`src/hdl/sbr_pkg.sv`:
```
// ----------------------------------------------------------------------------
// sbr_pkg
// Shared word types, field widths and sequencer states of the stream byte
// reassembler.
// ----------------------------------------------------------------------------
`default_nettype none

package sbr_pkg;

    localparam int IDX_W  = 32;
    localparam int BYTE_W = 8;
    localparam int PEND_W = 7;

    // One input word: a segment byte at its stream index, or an end marker.
    typedef struct packed {
        logic [IDX_W-1:0]  stream_index;
        logic              has_byte;
        logic [BYTE_W-1:0] in_byte;
        logic              stream_ends;
    } t_in_word;

    // One result word.
    typedef struct packed {
        logic              out_valid;
        logic [BYTE_W-1:0] out_byte;
        logic              stream_done;
        logic              last_of_run;
        logic [PEND_W-1:0] pending_bytes;
    } t_out_word;

    typedef enum logic [2:0] {
        ST_IDLE,
        ST_END,
        ST_STORE,
        ST_CHECK,
        ST_LOOK,
        ST_EMIT
    } t_state;

endpackage

`default_nettype wire

```
`src/hdl/stream_byte_reassembler_core.sv`:
```
// ----------------------------------------------------------------------------
// stream_byte_reassembler_core
// Rebuilds an in-order byte stream from bytes that arrive out of order. Bytes
// inside the window of CAPACITY positions from the next expected index are
// parked in a ring, and every byte that becomes contiguous is delivered.
// ----------------------------------------------------------------------------
//
//  Channel   Signals                 Direction  Handshake
//  --------  ----------------------  ---------  ------------------------------
//  input     start, busy, i_item     in         word taken when start && !busy
//  result    strobe, o_result        out        one cycle per word, no stall
//
// An input word keeps the block busy while it passes through the end update,
// the store and the done check, and then through a look-up and a delivery
// step for each released byte; a delivery follows its look-up because it
// waits on the registered read port of the ring. The last delivery returns
// straight to idle, while a look-up that finds nothing ends the run with a
// status word. Each word yields at least one result.
// Reset clears the valid map in flip-flops at once, so no clearing pass is
// needed. The result side cannot stall: each result word is shown for
// exactly one cycle with strobe high.
// ----------------------------------------------------------------------------
`default_nettype none

module stream_byte_reassembler_core #(
    parameter int CAPACITY = 64
) (
    input  wire logic              i_clk,
    input  wire logic              i_rst_n,
    input  wire logic              start,
    output logic                   busy,
    input  wire sbr_pkg::t_in_word i_item,
    output logic                   strobe,
    output sbr_pkg::t_out_word     o_result
);

    // Slot index width and pending-count width follow from the ring depth.
    localparam int SW = $clog2(CAPACITY);
    localparam int CW = $clog2(CAPACITY + 1);
    localparam int IW = sbr_pkg::IDX_W;
    localparam int PW = sbr_pkg::PEND_W;

    // Sequencer and architectural state.
    sbr_pkg::t_state    r_state, n_state;
    sbr_pkg::t_in_word  r_item;
    logic [IW-1:0]      r_next, n_next;
    logic [IW-1:0]      r_end, n_end;
    logic               r_end_known, n_end_known;
    logic [CW-1:0]      r_pending, n_pending;
    logic               r_finished, n_finished;
    logic [CAPACITY-1:0] r_valid, n_valid;
    logic [SW-1:0]      r_head, n_head;
    logic               r_strobe, n_strobe;
    sbr_pkg::t_out_word r_result, n_result;

    // The shared comparator. In the store step it checks the byte index
    // against the end index; in the done check and in each delivery step it
    // checks the next expected index against the end index.
    logic [IW-1:0] cmp_a;
    logic          cmp_ge;
    logic          done_hit;

    assign cmp_a    = (r_state == sbr_pkg::ST_STORE) ? r_item.stream_index : r_next;
    assign cmp_ge   = cmp_a >= r_end;
    assign done_hit = r_end_known && cmp_ge;

    // Window test and ring slot of the incoming byte. The slot is found from
    // the head slot plus the offset into the window, which is below CAPACITY,
    // so one conditional subtract folds it back into the ring.
    logic [IW:0]   diff_ext;
    logic          in_window;
    logic [SW:0]   slot_sum;
    logic [SW-1:0] in_slot;
    logic          store_ok;

    assign diff_ext  = {1'b0, r_item.stream_index} - {1'b0, r_next};
    assign in_window = !diff_ext[IW] && (diff_ext[IW-1:0] < IW'(CAPACITY));
    assign slot_sum  = {1'b0, r_head} + {1'b0, diff_ext[SW-1:0]};
    assign in_slot   = (slot_sum >= (SW+1)'(CAPACITY))
                     ? SW'(slot_sum - (SW+1)'(CAPACITY)) : slot_sum[SW-1:0];
    assign store_ok  = r_item.has_byte && !r_finished && in_window
                     && !done_hit && !r_valid[in_slot];

    logic [SW-1:0] head_inc;
    assign head_inc = (r_head == SW'(CAPACITY - 1)) ? '0 : r_head + SW'(1);

    // A delivery ends the run when it finishes the stream or when the slot
    // at the new head holds nothing.
    logic emit_last;
    assign emit_last = done_hit || !r_valid[r_head];

    logic                       ring_we, ring_re;
    logic [sbr_pkg::BYTE_W-1:0] ring_rdata;

    sbr_ring #(
        .DEPTH (CAPACITY),
        .AW    (SW)
    ) u_ring (
        .i_clk   (i_clk),
        .i_we    (ring_we),
        .i_waddr (in_slot),
        .i_wdata (r_item.in_byte),
        .i_re    (ring_re),
        .i_raddr (r_head),
        .o_rdata (ring_rdata)
    );

    // Next state.
    always_comb begin
        n_state = r_state;
        case (r_state)
            sbr_pkg::ST_IDLE: begin
                if (start) begin
                    n_state = sbr_pkg::ST_END;
                end
            end
            sbr_pkg::ST_END:   n_state = sbr_pkg::ST_STORE;
            sbr_pkg::ST_STORE: n_state = sbr_pkg::ST_CHECK;
            sbr_pkg::ST_CHECK: n_state = sbr_pkg::ST_LOOK;
            sbr_pkg::ST_LOOK: begin
                if (!r_finished && r_valid[r_head]) begin
                    n_state = sbr_pkg::ST_EMIT;
                end else begin
                    n_state = sbr_pkg::ST_IDLE;
                end
            end
            sbr_pkg::ST_EMIT: begin
                if (emit_last) begin
                    n_state = sbr_pkg::ST_IDLE;
                end else begin
                    n_state = sbr_pkg::ST_LOOK;
                end
            end
            default: n_state = sbr_pkg::ST_IDLE;
        endcase
    end

    // Datapath updates and result words.
    always_comb begin
        n_next      = r_next;
        n_end       = r_end;
        n_end_known = r_end_known;
        n_pending   = r_pending;
        n_finished  = r_finished;
        n_valid     = r_valid;
        n_head      = r_head;
        n_strobe    = 1'b0;
        n_result    = r_result;
        ring_we     = 1'b0;
        ring_re     = 1'b0;
        case (r_state)
            sbr_pkg::ST_END: begin
                // An end flag always rewrites the end index, even when the
                // byte itself is later dropped.
                if (r_item.stream_ends) begin
                    n_end       = r_item.has_byte ? r_item.stream_index + IW'(1)
                                                  : r_item.stream_index;
                    n_end_known = 1'b1;
                end
            end
            sbr_pkg::ST_STORE: begin
                if (store_ok) begin
                    ring_we          = 1'b1;
                    n_valid[in_slot] = 1'b1;
                    n_pending        = r_pending + CW'(1);
                end
            end
            sbr_pkg::ST_CHECK: begin
                if (done_hit) begin
                    n_finished = 1'b1;
                end
            end
            sbr_pkg::ST_LOOK: begin
                if (!r_finished && r_valid[r_head]) begin
                    ring_re         = 1'b1;
                    n_valid[r_head] = 1'b0;
                    if (r_pending != '0) begin
                        n_pending = r_pending - CW'(1);
                    end
                    n_next = r_next + IW'(1);
                    n_head = head_inc;
                end else begin
                    // Nothing was released: a status-only word ends the run.
                    n_strobe               = 1'b1;
                    n_result.out_valid     = 1'b0;
                    n_result.out_byte      = '0;
                    n_result.stream_done   = r_finished;
                    n_result.last_of_run   = 1'b1;
                    n_result.pending_bytes = PW'(r_pending);
                end
            end
            sbr_pkg::ST_EMIT: begin
                if (done_hit) begin
                    n_finished = 1'b1;
                end
                n_strobe               = 1'b1;
                n_result.out_valid     = 1'b1;
                n_result.out_byte      = ring_rdata;
                n_result.stream_done   = r_finished || done_hit;
                n_result.last_of_run   = emit_last;
                n_result.pending_bytes = PW'(r_pending);
            end
            default: begin
            end
        endcase
    end

    always_ff @(posedge i_clk) begin
        if (!i_rst_n) begin
            r_state     <= sbr_pkg::ST_IDLE;
            r_next      <= '0;
            r_end       <= '0;
            r_end_known <= 1'b0;
            r_pending   <= '0;
            r_finished  <= 1'b0;
            r_valid     <= '0;
            r_head      <= '0;
            r_strobe    <= 1'b0;
        end else begin
            r_state     <= n_state;
            r_next      <= n_next;
            r_end       <= n_end;
            r_end_known <= n_end_known;
            r_pending   <= n_pending;
            r_finished  <= n_finished;
            r_valid     <= n_valid;
            r_head      <= n_head;
            r_strobe    <= n_strobe;
        end
    end

    // Payload registers carry no reset.
    always_ff @(posedge i_clk) begin
        r_result <= n_result;
        if (start && !busy) begin
            r_item <= i_item;
        end
    end

    assign busy     = (r_state != sbr_pkg::ST_IDLE);
    assign strobe   = r_strobe;
    assign o_result = r_result;

`ifndef NO_ASSERTIONS
    // The pending count always matches the number of parked bytes.
    a_pending_matches_map: assert property (@(posedge i_clk) disable iff (!i_rst_n)
        $countones(r_valid) == int'(r_pending))
        else $error("pending count differs from valid map");

    // Once the stream is finished it stays finished.
    a_finished_sticks: assert property (@(posedge i_clk) disable iff (!i_rst_n)
        r_finished |=> r_finished)
        else $error("finished flag dropped");

    // A status-only word always closes its run.
    a_status_is_last: assert property (@(posedge i_clk) disable iff (!i_rst_n)
        (strobe && !o_result.out_valid) |-> o_result.last_of_run)
        else $error("status word not marked last");

    // No result word follows directly after an input word is taken.
    a_no_strobe_after_accept: assert property (@(posedge i_clk) disable iff (!i_rst_n)
        (start && !busy) |=> !strobe)
        else $error("result shown right after accept");
`endif

endmodule

`default_nettype wire

```
`src/hdl/sbr_ring.sv`:
```
// ----------------------------------------------------------------------------
// sbr_ring
// Byte ring storage: one write port and one read port with registered
// read data.
// ----------------------------------------------------------------------------
`default_nettype none

module sbr_ring #(
    parameter int DEPTH = 64,
    parameter int AW    = 6
) (
    input  wire logic                      i_clk,
    input  wire logic                      i_we,
    input  wire logic [AW-1:0]             i_waddr,
    input  wire logic [sbr_pkg::BYTE_W-1:0] i_wdata,
    input  wire logic                      i_re,
    input  wire logic [AW-1:0]             i_raddr,
    output logic      [sbr_pkg::BYTE_W-1:0] o_rdata
);

    logic [sbr_pkg::BYTE_W-1:0] r_mem [DEPTH];
    logic [sbr_pkg::BYTE_W-1:0] r_rdata;

    always_ff @(posedge i_clk) begin
        if (i_we) begin
            r_mem[i_waddr] <= i_wdata;
        end
    end

    always_ff @(posedge i_clk) begin
        if (i_re) begin
            r_rdata <= r_mem[i_raddr];
        end
    end

    assign o_rdata = r_rdata;

endmodule

`default_nettype wire
```
`config.mk`:
```
export PLATFORM = sky130hd
export DESIGN_NAME = stream_byte_reassembler_core
export DESIGN_NICKNAME = d
export VERILOG_FILES = /design/src/hdl/sbr_pkg.sv /design/src/hdl/stream_byte_reassembler_core.sv /design/src/hdl/sbr_ring.sv
export SDC_FILE = /design/constraint.sdc
export NUM_CORES = 1
export LEC_CHECK = 0
export ABC_AREA = 1
export BUFFER_PORTS_ARGS = -buffer_cell sky130_fd_sc_hd__buf_2
export CAP_MARGIN = 20
export CORE_MARGIN = 4
export CORE_UTILIZATION = 42
export CTS_BUF_LIST = sky130_fd_sc_hd__clkbuf_8
export DETAILED_ROUTE_END_ITERATION = 6
export RECOVER_POWER = 100
export SLEW_MARGIN = 40
export SYNTH_ARGS = -nofsm -noshare
export SYNTH_HDL_FRONTEND = slang
export SYNTH_SLANG_ARGS = --single-unit
```
`constraint.sdc`:
```
create_clock -name i_clk -period 11.11 [get_ports i_clk]
set_input_delay 0.5555 -clock i_clk [delete_from_list [all_inputs] [get_ports i_clk]]
set_output_delay 0.5555 -clock i_clk [all_outputs]
set_load 0.01 [all_outputs]
```
Word-level counts from Yosys, hierarchy flattened
Memory sizes are Yosys's and may differ from the RTL's. A register that Yosys moved wholly into a read port is not among the register bits.
Cells that the tools add are included.
{"block": "word_totals", "reg_bits": 207, "ram_bits": 512, "in_bits": 45, "elab_cells": 111, "memories": 1}
{"block": "op_classes", "addsub": 8, "n_lt_le_gt_ge": 7, "n_eq_ne": 11, "mux": 33, "bitwise_logic": 3, "reduce_logical": 30}
{"name": "u_ring.r_mem", "words": 64, "word_bits": 8, "read_ports": 1, "rd_clocked_by_memory_dff": 1, "wr": 1, "line": "sbr_ring.sv:21", "rtl": "logic [sbr_pkg::BYTE_W-1:0] r_mem [DEPTH];"}
{"op": "$mux 64", "count": 2}
{"op": "$pmux 64 s2", "count": 1}
{"op": "$add 32x1->32 const B", "count": 2}
{"op": "$and 64x64->64", "count": 1}
{"op": "$mux 32", "count": 2}
{"op": "$not 64->64", "count": 1}
{"op": "$or 64x64->64", "count": 1}
{"op": "$pmux 18 s2", "count": 1}
{"op": "$sub 32x32->33", "count": 1}
{"op": "$ge 32x32->1", "count": 1}
{"op": "$lt 32x7->1 const B", "count": 1}
{"op": "$mux 7", "count": 3}
{"op": "$mux 18", "count": 1}
{"op": "$pmux 3 s6", "count": 1}
{"op": "$lt 6x7->1 const B", "count": 2}
{"op": "$pmux 7 s2", "count": 1}
{"op": "$bmux 1 s6", "count": 2}
{"op": "$demux 1 s6", "count": 2}
{"op": "$ge 6x1->1 const B", "count": 2}
{"op": "$mux 6", "count": 2}
{"op": "$mux 1", "count": 11}
{"op": "$logic_and 1x1->1", "count": 10}
{"op": "$ne 2x2->1 const B", "count": 5}
{"op": "$mux 3", "count": 3}
{"op": "21 further kinds", "count": 33}

Depth between registers and ports, before layout
{"block": "logic_depth", "word_depth": 12, "ltp_mapped": 28, "mapped_depth_nobuf": 26}

By module
From an unflattened synthesis, not the netlist that was laid out.
{"block": "hier_totals", "hier_cells": 4096, "area_unflattened_um2": 36333.6}
{"mod": "sbr_ring", "n_inst": 1, "cells_each": 1805, "area_per_inst_um2": 21419.3, "seq_area_each_um2": 15615.0}
{"mod": "stream_byte_reassembler_core", "n_inst": 1, "cells_each": 2291, "area_per_inst_um2": 14914.3, "seq_area_each_um2": 4744.6}

Worst setup path before layout
OpenSTA, ideal clock, no wires.
{"block": "synth_path", "kind": "reg2reg", "startpoint": "register r_item[10] (netlist name)", "endpoint": "memory u_ring.r_mem[16][0] (netlist name) (enable)", "setup_time_ns": 0.383, "arrival_time_ns": 3.772, "required_time_ns": 10.727, "path_slack_ns": 6.955, "stages_incl_launch_ff": 25, "n_path_buf": 2, "period_less_slack_ns": 4.155, "cell_sequence": "edfxtp_1 -> inv_1 -> ha_1 -> fa_1 -> inv_1 -> nand2_1 -> nand2_1 -> and2_1 -> xor2_1 -> ha_1 -> nand2_1 -> inv_1 -> nand2_1 -> nand2_1 -> nor2_1 -> nand3_1 -> nand2_1 -> nor2_1 -> nand3_1 -> nand3_1 -> nor2_1 -> nand4_1 -> clkbuf_1 -> clkbuf_1 -> nor3_1"}
{"block": "synth_via", "elab_chain_len": 12}
{"item": "start, declared", "line": "stream_byte_reassembler_core.sv:45", "rtl": "sbr_pkg::t_in_word r_item;"}
{"item": "start signal, assigned", "line": "stream_byte_reassembler_core.sv:236", "rtl": "r_item <= i_item;"}
{"item": "$sub 32x32->33", "line": "stream_byte_reassembler_core.sv:76", "rtl": "assign diff_ext = {1'b0, r_item.stream_index} - {1'b0, r_next};"}
{"item": "$add 6x6->7", "line": "stream_byte_reassembler_core.sv:78", "rtl": "assign slot_sum = {1'b0, r_head} + {1'b0, diff_ext[SW-1:0]};"}
{"item": "$sub 6x1->6 or $ge 7x7->1 (tied branches)", "line": "stream_byte_reassembler_core.sv:80, stream_byte_reassembler_core.sv:79"}
{"item": "$mux 6", "line": "stream_byte_reassembler_core.sv:80", "rtl": "? SW'(slot_sum - (SW+1)'(CAPACITY)) : slot_sum[SW-1:0];"}
{"item": "$bmux 1 s6", "line": "stream_byte_reassembler_core.sv:82", "rtl": "&& !done_hit && !r_valid[in_slot];"}
{"item": "$mux 1 (not written as such)", "line": "stream_byte_reassembler_core.sv:82"}
{"item": "$logic_not 1->1", "line": "stream_byte_reassembler_core.sv:82"}
{"item": "$logic_and 1x1->1", "line": "stream_byte_reassembler_core.sv:82"}
{"item": "$mux 1", "line": "stream_byte_reassembler_core.sv:162", "rtl": "if (store_ok) begin"}
{"item": "$mux 1", "line": "stream_byte_reassembler_core.sv:151", "rtl": "case (r_state)"}
{"item": "$mux 1", "line": "sbr_ring.sv:25", "rtl": "if (i_we) begin"}
{"item": "$mux 1 (not written as such)", "line": "sbr_ring.sv:26", "rtl": "r_mem[i_waddr] <= i_wdata;"}
{"item": "end, declared", "line": "sbr_ring.sv:21"}
Parallel ways exist; a longest one is shown, timed or not. The select of a mux whose other input is x is not followed.

Final worst setup path
{"block": "layout_path", "startpoint": "register r_head[2]", "endpoint": "register r_result (netlist bit o_result[2]) (enable)"}
{"block": "layout_via", "elab_chain_len": 5}
{"item": "start, declared", "line": "stream_byte_reassembler_core.sv:52", "rtl": "logic [SW-1:0] r_head, n_head;"}
{"item": "start signal, assigned", "line": "stream_byte_reassembler_core.sv:227", "rtl": "r_head <= n_head;"}
{"item": "$bmux 1 s6", "line": "stream_byte_reassembler_core.sv:174", "rtl": "if (!r_finished && r_valid[r_head]) begin"}
{"item": "$mux 1 (not written as such)", "line": "stream_byte_reassembler_core.sv:174"}
{"item": "$logic_and 1x1->1", "line": "stream_byte_reassembler_core.sv:174"}
{"item": "$ne 2x2->1 (no line)"}
{"item": "$reduce_and 2->1 (no line)"}
{"item": "end signal, assigned", "line": "stream_byte_reassembler_core.sv:234", "rtl": "r_result <= n_result;"}
{"item": "end, declared", "line": "stream_byte_reassembler_core.sv:54", "rtl": "sbr_pkg::t_out_word r_result, n_result;"}
Every way passes these cells. The select of a mux whose other input is x is not followed.
A chain may end at the register's enable or synchronous reset.

==> impl_metrics.toml <==
[pwr]
seqPwrFrac = 0.521
p_leak_nw = 14.2
power_mw = 5.79
swShare = 0.253
switchingPower_mw = 1.47
peakVddDrop_uv = 97.3
power_density_mw_per_mm2 = 151
clockPowerShare = 0.404
intPower_mw = 4.33
comb_power_share = 0.075

[final_layout]
ff_latch_area_mm2 = 0.0204
fin_area_mm2 = 0.0384
drive_gt1_frac = 0.0700
fillers = 7652
multi_input_area_mm2 = 0.0119
layout_commonest_cell = "nand2_1"
areaGrowthSynthToFinish_pct = 12.1
final_cell_mix = "858 x nand2_1, 580 x edfxtp_1, 380 x inv_1"
fin_nets = 3794

[critical_path]
rrSetupSlack_ns = 3.21
cp.arrival_ns = 8.31
start_kind = "flip-flop"
end_kind = "flip-flop"
critPathKind = "flip-flop to flip-flop"
cp_max_fo = 42
crit_required_ns = 11.53

[timing]
finalSetupViolCount = 0
tightest_slew_ns = 4.74
min_period_over_period = 0.711
fmax_mhz = 127
fin_ws_ns = 3.21
fin_crit_ns = 7.90
slew_headroom = -2.16
hold_ws_ns = 0.155
drv_slew = 818
rsz0062_at_grt = "false"
final_hold_viol_count = 0
skew_ns = 0.0699
tns_ns = 0

[synthesis]
synth_enable_flop_cells = 580
ys_async_sr_fraction = 0
ys_seq_area_frac = 0.595
synth_area_leaders = "edfxtp_1 51%, nand2_1 9.4%, dfxtp_1 8.6%"
syn_nets = 3655
yosysTopAreaCellShare = 0.509
ys_types = 55
avgSynthCellArea_um2 = 9.70
yosys_most_used_dff = "edfxtp_1"
synth_area_mm2 = 0.0342
netlist_instances = 3530
yosysTopAreaCell = "edfxtp_1"
synth_seq_cells = 727
yosys_warnings = 0

[placement]
place_ws_ns = 5.62
post_dp_cell_area_mm2 = 0.0358
port_buffers = 64
hpwl_um = 67300
gp_congestion = 0.931

[detailed_routing]
remaining_drc_errors = 0
vias = 26700
wire_per_inst_um = 21.5
drt_iter0_markers = 2801
viasPerCell = 5.53
firstDrtPassIters = 6
drt-total-wl_um = 104000
ant_nets = 0

[clocking]
clockBufferDepth = 3
cts_resized = 0
htreeDepth = 3
cts_tree = "yes"
clockRootBuffer = "clkbuf_8"
clock_sinks = 727
clock_latency_ns = 0.79
numCtsBuffers = 119
postCtsSetupBuffers = 0
holdBufCountCts = 41
clk_pin_slew_ns = 0.06

[global_route]
grt_overflow_total = 0
antenna_found_initial = 4
grt_pass1_vias = 26200
grt_pass1_wl_um = 159000
grt_use_total = 0.239
grt_max_degree = 96

[die]
start_util = 0.424
design.core.area_mm2 = 0.0807
num_io_pins = 65
die_h_um = 294
num_rows = 104
die_x_um = 294
die_area_mm2 = 0.0861

[worst_hold_path]
hold_class = "primary input to flip-flop"

[run]
cap_violations = 14

[status]
outcome = "finished, violations left"
failed_checks = "capacitance limit, slew limit"
==> per-stage QoR <==
stage | utilization | cells
2_1_floorplan | - | 3530
3_5_place_dp | 0.444 | 4567
3_3_place_gp | 0.443 | 4567
5_1_grt | 0.476 | 4837
6_report | 0.476 | 4838
4_1_cts | 0.478 | 4834
==> state kept, by name (all words and copies together) (netlist names), 7 cells and up <==
register	count
u_ring.r_mem	512
o_result	18
r_valid	64
r_end	32
u_ring.o_rdata	8
r_item	42
r_next	32
r_pending	7
==> critical path, cell delays in order, from the launching register on <==
cell and delay (ns):
dfxtp_1 0.54, inv_1 0.20, nand3_1 0.31, clkinvlp_2 1.46, clkbuf_1 1.36, a211oi_1 0.56, nand4_1 0.14, nand2_1 0.11
nand2_1 0.06, nor2_1 0.07, nand2_1 0.09, nand3_1 0.74, buf_4 0.42, inv_1 0.06, buf_4 0.32, a21oi_2 0.70
buf_4 0.33
==> logic make-up (layout without fill, tap and decap cells) <==
| kind of cell | Yosys count | in the layout | share of synthesized area |
|---|---|---|---|
| AND/OR/NAND/NOR | 1475 | 1475 | 0.179 |
| flip-flops | 727 | 727 | 0.595 |
| AO/OA/AOI/OAI | 682 | 682 | 0.123 |
| buffers and inverters | 505 | 749 | 0.0575 |
| adder cells (fa/ha/maj) | 80 | 80 | 0.0299 |
| XOR/XNOR | 61 | 61 | 0.0158 |
| other | 0 | 4 | 0 |
==> final timing paths <==
check | from | end | cells after the start
setup / recovery | r_head[2]$_SDFFE_PN0P_ | o_result[2]$_DFFE_PP_ | 16
hold / removal | i_item[10] | r_item[10]$_DFFE_PP_ | 1
setup reg to reg | r_head[2]$_SDFFE_PN0P_ | o_result[2]$_DFFE_PP_ | 16
hold reg to reg | r_next[30]$_SDFFE_PN0P_ | r_next[30]$_SDFFE_PN0P_ | 2
==> synthesized netlist by cell type, types with 14 or more instances <==
cell type  number
a21oi_1       159
a221oi_1       68
a22o_1         39
a22oi_1        75
buf_1          30
buf_2          25
clkbuf_1       81
dfxtp_1       147
edfxtp_1      580
ha_1           77
inv_1         342
inv_2          15
nand2_1       858
nand3_1        92
nand4_1        86
nor2_1        309
nor3_1         83
nor4_1         14
o21ai_0       217
o21ai_1        54
o31ai_1        16
xor2_1         52
==> layout make-up <==
class,instances,area share
clock buffers,125,0.0448
inverters,359,0.0351
repair buffers,164,0.0276
clock inverters,101,0.0168
flip-flops and latches,727,0.530
well taps,1060,0.0346
multi-input cells,2298,0.310
diodes,4,0.000261
==> power by group through the flow <==
stage | clock (mW) | combinational, mW | sequential (mW)
finish | 2.34 | 0.435 | 3.02
global route | 2.50 | 0.489 | 3.02
CTS | 2.38 | 0.438 | 3.01
detailed placement | 0 | 0.425 | 3.07
global placement | 0 | 0.421 | 3.07
floorplan | 0 | 0.253 | 3.08
==> per-layer routing <==
metal | vias up | track usage | wire length, µm | share of wire
li1 | 12600 | - | - | -
met1 | 12700 | 0.330 | 44900 | 0.43
met2 | 1131 | 0.374 | 46500 | 0.45
met3 | 252 | 0.0469 | 8550 | 0.082
met4 | 2 | 0.0943 | 4260 | 0.041
met5 | - | 0 | 19 | 0.00018
(Power assumes the default switching activity.)
